`config.mk`:
```
export PLATFORM = sky130hd
export DESIGN_NAME = complex_alu_with_magnitude_top
export DESIGN_NICKNAME = d
export VERILOG_FILES = /design/src/rtl/core/cawm_pkg.sv /design/src/rtl/core/complex_alu_with_magnitude_top.sv /design/src/rtl/core/cawm_front.sv /design/src/rtl/core/cawm_sqrt_cell.sv
export VERILOG_INCLUDE_DIRS = /design/src /design/src/rtl/core
export SDC_FILE = /design/constraint.sdc
export NUM_CORES = 2
export LEC_CHECK = 0
export BUFFER_PORTS_ARGS = -buffer_cell sky130_fd_sc_hd__buf_4
export CAP_MARGIN = 0
export CORE_MARGIN = 10
export CORE_UTILIZATION = 65
export CTS_CLUSTER_DIAMETER = 120
export DETAILED_ROUTE_END_ITERATION = 10
export GPL_TIMING_DRIVEN = 0
export PLACE_DENSITY = 0.83
export SLEW_MARGIN = 10
export SYNTH_ARGS = -nofsm -noshare
export SYNTH_HDL_FRONTEND = slang
export SYNTH_SLANG_ARGS = --single-unit
```
`constraint.sdc`:
```
create_clock -name clk_i -period 9.9 [get_ports clk_i]
set_clock_uncertainty 0.05 [all_clocks]
set_input_delay 0.495 -clock clk_i [delete_from_list [all_inputs] [get_ports clk_i]]
set_output_delay 0.495 -clock clk_i [all_outputs]
set_load 0.02 [all_outputs]
```
`src/rtl/core/complex_alu_with_magnitude_top_defines.svh`:
```
// Assertion macros for the complex ALU with magnitude.
// Define ASSERT_OFF to compile the checks out; no other dependencies.
`ifndef COMPLEX_ALU_WITH_MAGNITUDE_TOP_DEFINES_SVH
`define COMPLEX_ALU_WITH_MAGNITUDE_TOP_DEFINES_SVH

`ifndef ASSERT_OFF
// Expression must hold at every clock edge outside reset.
`define CAWM_ASSERT(lbl, expr, msg) \
  lbl: assert property (@(posedge clk_i) disable iff (!rst_ni) (expr)) else $error(msg);
// Antecedent implies consequent sequence in the same cycle.
`define CAWM_ASSERT_IMPL(lbl, ante, cons, msg) \
  lbl: assert property (@(posedge clk_i) disable iff (!rst_ni) (ante) |-> cons) \
    else $error(msg);
`else
`define CAWM_ASSERT(lbl, expr, msg)
`define CAWM_ASSERT_IMPL(lbl, ante, cons, msg)
`endif

`endif

```
`src/rtl/core/cawm_pkg.sv`:
```
// Shared types, widths and helpers for the complex ALU with magnitude.
// No dependencies; used by every module in rtl/core.
`timescale 1ns / 1ps

package cawm_pkg;

  // Number format
  localparam int DataWidth = 16;
  localparam int FracBits  = 8;

  // Derived widths
  localparam int ProdW = 2 * DataWidth;      // full product
  localparam int SumW  = 2 * DataWidth + 1;  // sum of two products
  localparam int RadW  = 2 * DataWidth;      // square root radicand
  localparam int RemW  = DataWidth + 3;      // square root remainder

  typedef enum logic [2:0] {
    CmdAdd  = 3'd0,
    CmdSub  = 3'd1,
    CmdMul  = 3'd2,
    CmdConj = 3'd3,
    CmdMag  = 3'd4
  } cmd_e;

  // Saturated value with its flag
  typedef struct packed {
    logic [DataWidth-1:0] val;
    logic                 ovf;
  } sat_t;

  // Result carried alongside the root computation
  typedef struct packed {
    logic [DataWidth-1:0] re;
    logic [DataWidth-1:0] im;
    logic                 ovf;
    logic                 mag;
  } pay_t;

  // Data handed from one cell to the next
  typedef struct packed {
    logic                 vld;
    logic [RadW-1:0]      rad;
    logic [RemW-1:0]      rem;
    logic [DataWidth-1:0] root;
    pay_t                 pay;
  } cell_t;

  // Sign-extend an operand to the sum width
  function automatic logic signed [SumW-1:0] sext_fn(input logic [DataWidth-1:0] v);
    sext_fn = {{(SumW-DataWidth){v[DataWidth-1]}}, v};
  endfunction

  // Clamp to the signed DataWidth range
  function automatic sat_t sat_fn(input logic signed [SumW-1:0] v);
    sat_t s;
    logic fits;
    fits = (v[SumW-1:DataWidth-1] == '0) || (v[SumW-1:DataWidth-1] == '1);
    if (fits) begin
      s.val = v[DataWidth-1:0];
      s.ovf = 1'b0;
    end else begin
      s.val = v[SumW-1] ? {1'b1, {(DataWidth-1){1'b0}}} : {1'b0, {(DataWidth-1){1'b1}}};
      s.ovf = 1'b1;
    end
    return s;
  endfunction

endpackage

```
`src/rtl/core/complex_alu_with_magnitude_top.sv`:
```
// Top level of the complex ALU with magnitude: front end, root cell chain, output stage.
// Depends on cawm_pkg, cawm_front, cawm_sqrt_cell and the assertion macro header.
`timescale 1ns / 1ps
`include "complex_alu_with_magnitude_top_defines.svh"

// Complex ALU on signed Q8.8 operands: add, subtract, multiply, conjugate of a,
// and magnitude of a (floored square root of re^2 + im^2). A new command is
// taken every clock cycle; busy never rises. Each command gives one result,
// shown for exactly one cycle with done_o high, after one multiply stage,
// one sum and saturate stage, one cell per root bit (16) of the square root
// chain, and the output register. Results leave in command order and cannot
// be held off, so the receiver must take every done_o cycle.
module complex_alu_with_magnitude_top (
  input  logic                                  clk_i,
  input  logic                                  rst_ni,
  input  logic                                  start,
  output logic                                  busy,
  input  logic [2:0]                            cmd_i,
  input  logic signed [cawm_pkg::DataWidth-1:0] a_re_i,
  input  logic signed [cawm_pkg::DataWidth-1:0] a_im_i,
  input  logic signed [cawm_pkg::DataWidth-1:0] b_re_i,
  input  logic signed [cawm_pkg::DataWidth-1:0] b_im_i,
  output logic signed [cawm_pkg::DataWidth-1:0] res_re_o,
  output logic signed [cawm_pkg::DataWidth-1:0] res_im_o,
  output logic                                  overflow_o,
  output logic                                  done_o
);
  import cawm_pkg::*;

  localparam int Latency = DataWidth + 3;

  cell_t                chain [DataWidth+1];
  cell_t                last;
  logic                 done_q;
  logic [DataWidth-1:0] re_d, re_q, im_d, im_q;
  logic                 ovf_d, ovf_q;

  // The pipeline always moves
  assign busy = 1'b0;

  cawm_front u_front (
    .clk_i  (clk_i),
    .rst_ni (rst_ni),
    .vld_i  (start & ~busy),
    .cmd_i  (cmd_i),
    .a_re_i (a_re_i),
    .a_im_i (a_im_i),
    .b_re_i (b_re_i),
    .b_im_i (b_im_i),
    .cell_o (chain[0])
  );

  // One cell per root bit
  for (genvar k = 0; k < DataWidth; k++) begin : g_cell
    cawm_sqrt_cell u_cell (
      .clk_i  (clk_i),
      .rst_ni (rst_ni),
      .cell_i (chain[k]),
      .cell_o (chain[k+1])
    );
  end

  assign last = chain[DataWidth];

  // Select root or carried result; clamp the root
  always_comb begin
    if (last.pay.mag) begin
      im_d = '0;
      if (last.root[DataWidth-1]) begin
        re_d  = {1'b0, {(DataWidth-1){1'b1}}};
        ovf_d = 1'b1;
      end else begin
        re_d  = last.root;
        ovf_d = 1'b0;
      end
    end else begin
      re_d  = last.pay.re;
      im_d  = last.pay.im;
      ovf_d = last.pay.ovf;
    end
  end

  always_ff @(posedge clk_i or negedge rst_ni) begin
    if (!rst_ni) begin
      done_q <= 1'b0;
    end else begin
      done_q <= last.vld;
    end
  end

  always_ff @(posedge clk_i) begin
    re_q  <= re_d;
    im_q  <= im_d;
    ovf_q <= ovf_d;
  end

  assign res_re_o   = re_q;
  assign res_im_o   = im_q;
  assign overflow_o = ovf_q;
  assign done_o     = done_q;

  // Checks
  `CAWM_ASSERT_IMPL(lat_start_a, start && !busy, ##Latency done_o, "result missing after start")
  `CAWM_ASSERT_IMPL(lat_done_a, done_o, $past(start && !busy, Latency), "result without start")
  `CAWM_ASSERT_IMPL(mag_shape_a, done_o && ($past(cmd_i, Latency) == CmdMag), (res_im_o == '0) && !res_re_o[DataWidth-1], "magnitude result malformed")
  `CAWM_ASSERT_IMPL(mag_sat_a, done_o && overflow_o && ($past(cmd_i, Latency) == CmdMag), res_re_o == {1'b0, {(DataWidth-1){1'b1}}}, "magnitude overflow not clamped")

endmodule

```
`src/rtl/core/cawm_front.sv`:
```
// Front end: operand multipliers, add/sub/conjugate, product sums and radicand.
// Depends on cawm_pkg.
`timescale 1ns / 1ps

module cawm_front (
  input  logic                            clk_i,
  input  logic                            rst_ni,
  input  logic                            vld_i,
  input  logic [2:0]                      cmd_i,
  input  logic [cawm_pkg::DataWidth-1:0]  a_re_i,
  input  logic [cawm_pkg::DataWidth-1:0]  a_im_i,
  input  logic [cawm_pkg::DataWidth-1:0]  b_re_i,
  input  logic [cawm_pkg::DataWidth-1:0]  b_im_i,
  output cawm_pkg::cell_t                 cell_o
);
  import cawm_pkg::*;

  logic                        v1_q;
  cmd_e                        cmd1_q;
  pay_t                        pay1_d, pay1_q;
  logic signed [ProdW-1:0]     p0_d, p1_d, p2_d, p3_d;
  logic signed [ProdW-1:0]     p0_q, p1_q, p2_q, p3_q;
  logic signed [DataWidth-1:0] ar, ai, br, bi, mr, mi;
  sat_t                        s_re, s_im;

  logic                        v2_q;
  logic [RadW-1:0]             rad_d, rad_q;
  pay_t                        pay2_d, pay2_q;
  logic signed [SumW-1:0]      sum_re, sum_im, sum_mag;
  sat_t                        m_re, m_im;

  // Stage 1: multiply and handle the simple commands
  always_comb begin
    ar = a_re_i;
    ai = a_im_i;
    br = b_re_i;
    bi = b_im_i;
    // square a for magnitude, reusing the first two multipliers
    mr = (cmd_e'(cmd_i) == CmdMag) ? ar : br;
    mi = (cmd_e'(cmd_i) == CmdMag) ? ai : bi;
    p0_d = ar * mr;
    p1_d = ai * mi;
    p2_d = ar * bi;
    p3_d = ai * br;
  end

  always_comb begin
    pay1_d = '0;
    s_re   = '0;
    s_im   = '0;
    case (cmd_e'(cmd_i))
      CmdAdd: begin
        s_re = sat_fn(sext_fn(a_re_i) + sext_fn(b_re_i));
        s_im = sat_fn(sext_fn(a_im_i) + sext_fn(b_im_i));
      end
      CmdSub: begin
        s_re = sat_fn(sext_fn(a_re_i) - sext_fn(b_re_i));
        s_im = sat_fn(sext_fn(a_im_i) - sext_fn(b_im_i));
      end
      CmdConj: begin
        s_re = sat_fn(sext_fn(a_re_i));
        s_im = sat_fn(-sext_fn(a_im_i));
      end
      default: begin
        s_re = '0;
        s_im = '0;
      end
    endcase
    pay1_d.re  = s_re.val;
    pay1_d.im  = s_im.val;
    pay1_d.ovf = s_re.ovf | s_im.ovf;
    pay1_d.mag = (cmd_e'(cmd_i) == CmdMag);
  end

  // Hold stage 1 valid
  always_ff @(posedge clk_i or negedge rst_ni) begin
    if (!rst_ni) begin
      v1_q <= 1'b0;
    end else begin
      v1_q <= vld_i;
    end
  end

  // Capture stage 1 data
  always_ff @(posedge clk_i) begin
    cmd1_q <= cmd_e'(cmd_i);
    pay1_q <= pay1_d;
    p0_q   <= p0_d;
    p1_q   <= p1_d;
    p2_q   <= p2_d;
    p3_q   <= p3_d;
  end

  // Stage 2: sum products, floor-shift and saturate; form radicand
  always_comb begin
    sum_re  = SumW'(p0_q) - SumW'(p1_q);
    sum_im  = SumW'(p2_q) + SumW'(p3_q);
    sum_mag = SumW'(p0_q) + SumW'(p1_q);
    m_re    = sat_fn(sum_re >>> FracBits);
    m_im    = sat_fn(sum_im >>> FracBits);
    rad_d   = sum_mag[RadW-1:0];
    pay2_d  = pay1_q;
    if (cmd1_q == CmdMul) begin
      pay2_d.re  = m_re.val;
      pay2_d.im  = m_im.val;
      pay2_d.ovf = m_re.ovf | m_im.ovf;
    end
  end

  always_ff @(posedge clk_i or negedge rst_ni) begin
    if (!rst_ni) begin
      v2_q <= 1'b0;
    end else begin
      v2_q <= v1_q;
    end
  end

  always_ff @(posedge clk_i) begin
    rad_q  <= rad_d;
    pay2_q <= pay2_d;
  end

  // Seed the root chain
  always_comb begin
    cell_o      = '0;
    cell_o.vld  = v2_q;
    cell_o.rad  = rad_q;
    cell_o.rem  = '0;
    cell_o.root = '0;
    cell_o.pay  = pay2_q;
  end

endmodule

```
`src/rtl/core/cawm_sqrt_cell.sv`:
```
// One digit of the restoring square root; passes the result payload along.
// Depends on cawm_pkg.
`timescale 1ns / 1ps

module cawm_sqrt_cell (
  input  logic            clk_i,
  input  logic            rst_ni,
  input  cawm_pkg::cell_t cell_i,
  output cawm_pkg::cell_t cell_o
);
  import cawm_pkg::*;

  logic [RemW-1:0]      rem_sh;
  logic [RemW-1:0]      trial;
  logic                 take;
  cell_t                cell_d, cell_q;
  logic                 vld_q;

  // Bring down two radicand bits and try the next root bit
  always_comb begin
    rem_sh = {cell_i.rem[RemW-3:0], cell_i.rad[RadW-1:RadW-2]};
    trial  = {1'b0, cell_i.root, 2'b01};
    take   = (rem_sh >= trial);
    cell_d = cell_i;
    cell_d.rad = {cell_i.rad[RadW-3:0], 2'b00};
    if (take) begin
      cell_d.rem  = rem_sh - trial;
      cell_d.root = {cell_i.root[DataWidth-2:0], 1'b1};
    end else begin
      cell_d.rem  = rem_sh;
      cell_d.root = {cell_i.root[DataWidth-2:0], 1'b0};
    end
  end

  always_ff @(posedge clk_i or negedge rst_ni) begin
    if (!rst_ni) begin
      vld_q <= 1'b0;
    end else begin
      vld_q <= cell_i.vld;
    end
  end

  // Advance the data to the next cell
  always_ff @(posedge clk_i) begin
    cell_q <= cell_d;
  end

  always_comb begin
    cell_o     = cell_q;
    cell_o.vld = vld_q;
  end

endmodule
```
==> qor.csv <==
metric;value;unit
clkTransAtPathRegs;0.06;ns
ys_top_cells_by_count;inv_1, dfxtp_1, fa_1;
dieArea;147000;sq um
tightest_slew;1.35;ns
synthCells;8573;
antenna_found_initial;23;
hold_violations;0;
chipWidth;384;um
outcome;finished clean;
multi_input_area;50600;sq um
grt_start_max_net_pins;20;
cp_max_fo;10;
netlist_area;86100;sq um
synth_compound_area_share;7.91;%
synth_edf_count;0;
dieHeight;384;um
synthMuxAreaShare;0.367;%
htreeDepth;4;
critical_path_class;in2reg;
crit_arrival;10.20;ns
yosysMostFrequentCell;inv_1;
num_rows;133;
firstDrtPassIters;8;
hold_class;in2reg;
clock_sinks;1440;
cp_common_cell;fa_1;
hold_depth;2;
cts_max_path_buffers;3;
ys.flop_type;dfxtp_1;
synth-seq-cells;1440;
yosys.area_share.xor_xnor;4.44;%
slew_violations;0;
netlist-cell-type-count;96;
synthTopCellsByArea;dfxtp_1, fa_1, ha_1;
ioPinCount;105;
hpwl;193000;um
synth_warnings;0;
crit_path_top_delay_cell;fa_1;
syn2layout_area_growth;9.10;%
start_kind;input port;
core-area;132000;sq um
endpoint_kind;flip-flop;
drive_above_1_share;5.05;%
avgRoutedWirePerCell;23.6;um
synth_largest_area_cell;dfxtp_1;
nFillCells;9317;
grt_pass1_vias;65376;
vias;60755;
ys_seq_area_share;33.6;%
synth_fa_ha_area_share;33.8;%
layout.area.seq;28900;sq um
fin_util;71.4;%
postRouteAntennaNets;0;
cts-root-buf;clkbuf_16;
min-delay-start;a_im_i[0];
period_minus_slack;9.61;ns
syn_avg_cell_area;10.0;sq um
rsz0062_at_grt;false;
synth_top_family_by_area;adder cells;
critPathMaxStageDelay;0.57;ns
cts_tree;yes;
postCtsSetupRepairBufs;0;
r2r-start;u_front.p3_q[4]$_DFF_P_;
dr.first_iter.drc_count;5012;
globalRouteOverflowTotal;0;
final-setup-viol-count;0;
numPortBuffers;103;
start_util;65.4;%
crit_required;10.48;ns
drc;0;
clock_latency;0.82;ns
routed_via_density;5.68;
async_flop_share;1.32;%
grt_use_total;34.5;%
routabilityCongestion;1.02;
reg2reg_depth;14;
max_freq;104;MHz
cts_buffers;137;
timing.slew.headroom;8.94;%
drt_wl_total;252000;um
yosys.area_share.simple;12.2;%
grt_pass1_wl;387000;um
final_nets;10588;
drv_cap;0;
finalCritPeriodShare;97.1;%
timing.critical_path.from;cmd_i[0];
synth_top_area_share;33.0;%
## cells by family (layout without fill, tap and decap cells)
group / after synthesis / in the layout
other cells: 1 / 6
flops: 1440 / 1440
buf+inv: 1768 / 2124
xor+xnor: 437 / 437
mux: 29 / 29
fa+ha+maj: 1694 / 1694
simple gates: 2137 / 2137
compound gates: 1067 / 1067
## routing by layer
layer  share of wire (%)  vias to the layer above  track usage, %  wire length [um]
met5               0.057                        -               0               143
met4                 7.8                       22            22.2             19700
met3                 8.7                      863            8.25             21900
met2                  47                     2816            56.7            118000
met1                  37                    29851            40.4             92900
li1                    -                    27203               -                 -
## layout make-up
class / instances / area share [%]
Antenna cell: 4 / 0.0107
Buffer: 264 / 1.10
Clock buffer: 170 / 4.00
Clock inverter: 75 / 1.04
Inverter: 1504 / 6.01
Multi-Input combinational cell: 5366 / 53.8
Sequential cell: 1440 / 30.8
Tap cell: 1755 / 2.34
Timing Repair Buffer: 111 / 0.900
## through the flow
step	cells	instance area, sq um	hold slack (ns)	TNS [ns]	setup slack [ns]
finish	10689	94000	0.0568	0	0.285
global route	10685	94000	0.0274	0	0.00838
CTS	10685	93900	0.00976	0	0.0803
detailed placement	10435	89100	0.262	-0.307	-0.124
global placement	10432	89100	0.260	-0.108	-0.107
floorplan	8574	86100	0.149	0	2.12
## state kept, by name (all words and copies together), names as in the netlist
signal and cells:
res_im_o 16, u_front.p2_q 32, u_front.v2_q 1, overflow_o 1
u_front.p3_q 32, u_front.pay1_q 34, g_cell.u_cell.cell_o 1157, done_o 1
g_cell.u_cell.vld_q 16, u_front.cell_o 34, u_front.cmd1_q 3, u_front.p1_q 32
u_front.p0_q 32, u_front.rad_q 32, res_re_o 16, u_front.v1_q 1
## cells in the final DEF, fill, tap and decap left out, types with 12 or more instances in the layout
master / n
or3_1: 45
ha_1: 641
inv_1: 1500
or2_2: 31
o21bai_1: 42
dfxtp_1: 1421
nand3_1: 74
and3_1: 15
nor2_1: 457
dfrtp_1: 19
nand4_1: 39
a211oi_1: 17
clkbuf_8: 21
clkinvlp_4: 12
o22a_1: 16
xor2_1: 127
xnor2_1: 309
nand2b_1: 118
buf_4: 109
a21o_1: 118
mux2_2: 17
a22oi_1: 12
nand2_1: 661
a21boi_0: 23
clkinv_2: 25
o21a_1: 66
nor2b_1: 199
o31ai_1: 23
and2_1: 304
nor3_1: 93
fa_1: 1053
clkbuf_16: 137
o21ai_1: 17
a21oi_1: 331
clkbuf_1: 248
nor4_1: 41
o21ai_0: 247
buf_1: 13
or4_1: 16
a211o_1: 12
## worst paths after layout
kind                       slack [ns]                                  to
max in group asynchronous        9.51    g_cell[3].u_cell.vld_q$_DFF_PN0_
min reg2reg                      0.22  g_cell[2].u_cell.cell_o[5]$_DFF_P_
max                              0.29            u_front.p0_q[31]$_DFF_P_
min                              0.06             u_front.p3_q[0]$_DFF_P_
min in group asynchronous        0.08              u_front.v2_q$_DFF_PN0_
max reg2reg                      5.31           u_front.cell_o[5]$_DFF_P_
## what timing repair did
| action | in CTS | in global routing |
|---|---|---|
| hold endpoints to repair | 24 | 0 |
| setup endpoints to repair | 0 | 8 |
| hold buffers | 5 | 0 |
| resized for setup | 0 | 13 |
## critical path: cells and delay by family
kind	cells	cell delay [ns]
buf+inv	10	2.96
simple gates	6	1.20
fa+ha+maj	7	3.33
compound gates	10	2.18
Power is left out: the tool's default activity adds up to more than one toggle a clock period on the data nets, which glitch-free logic cannot reach.
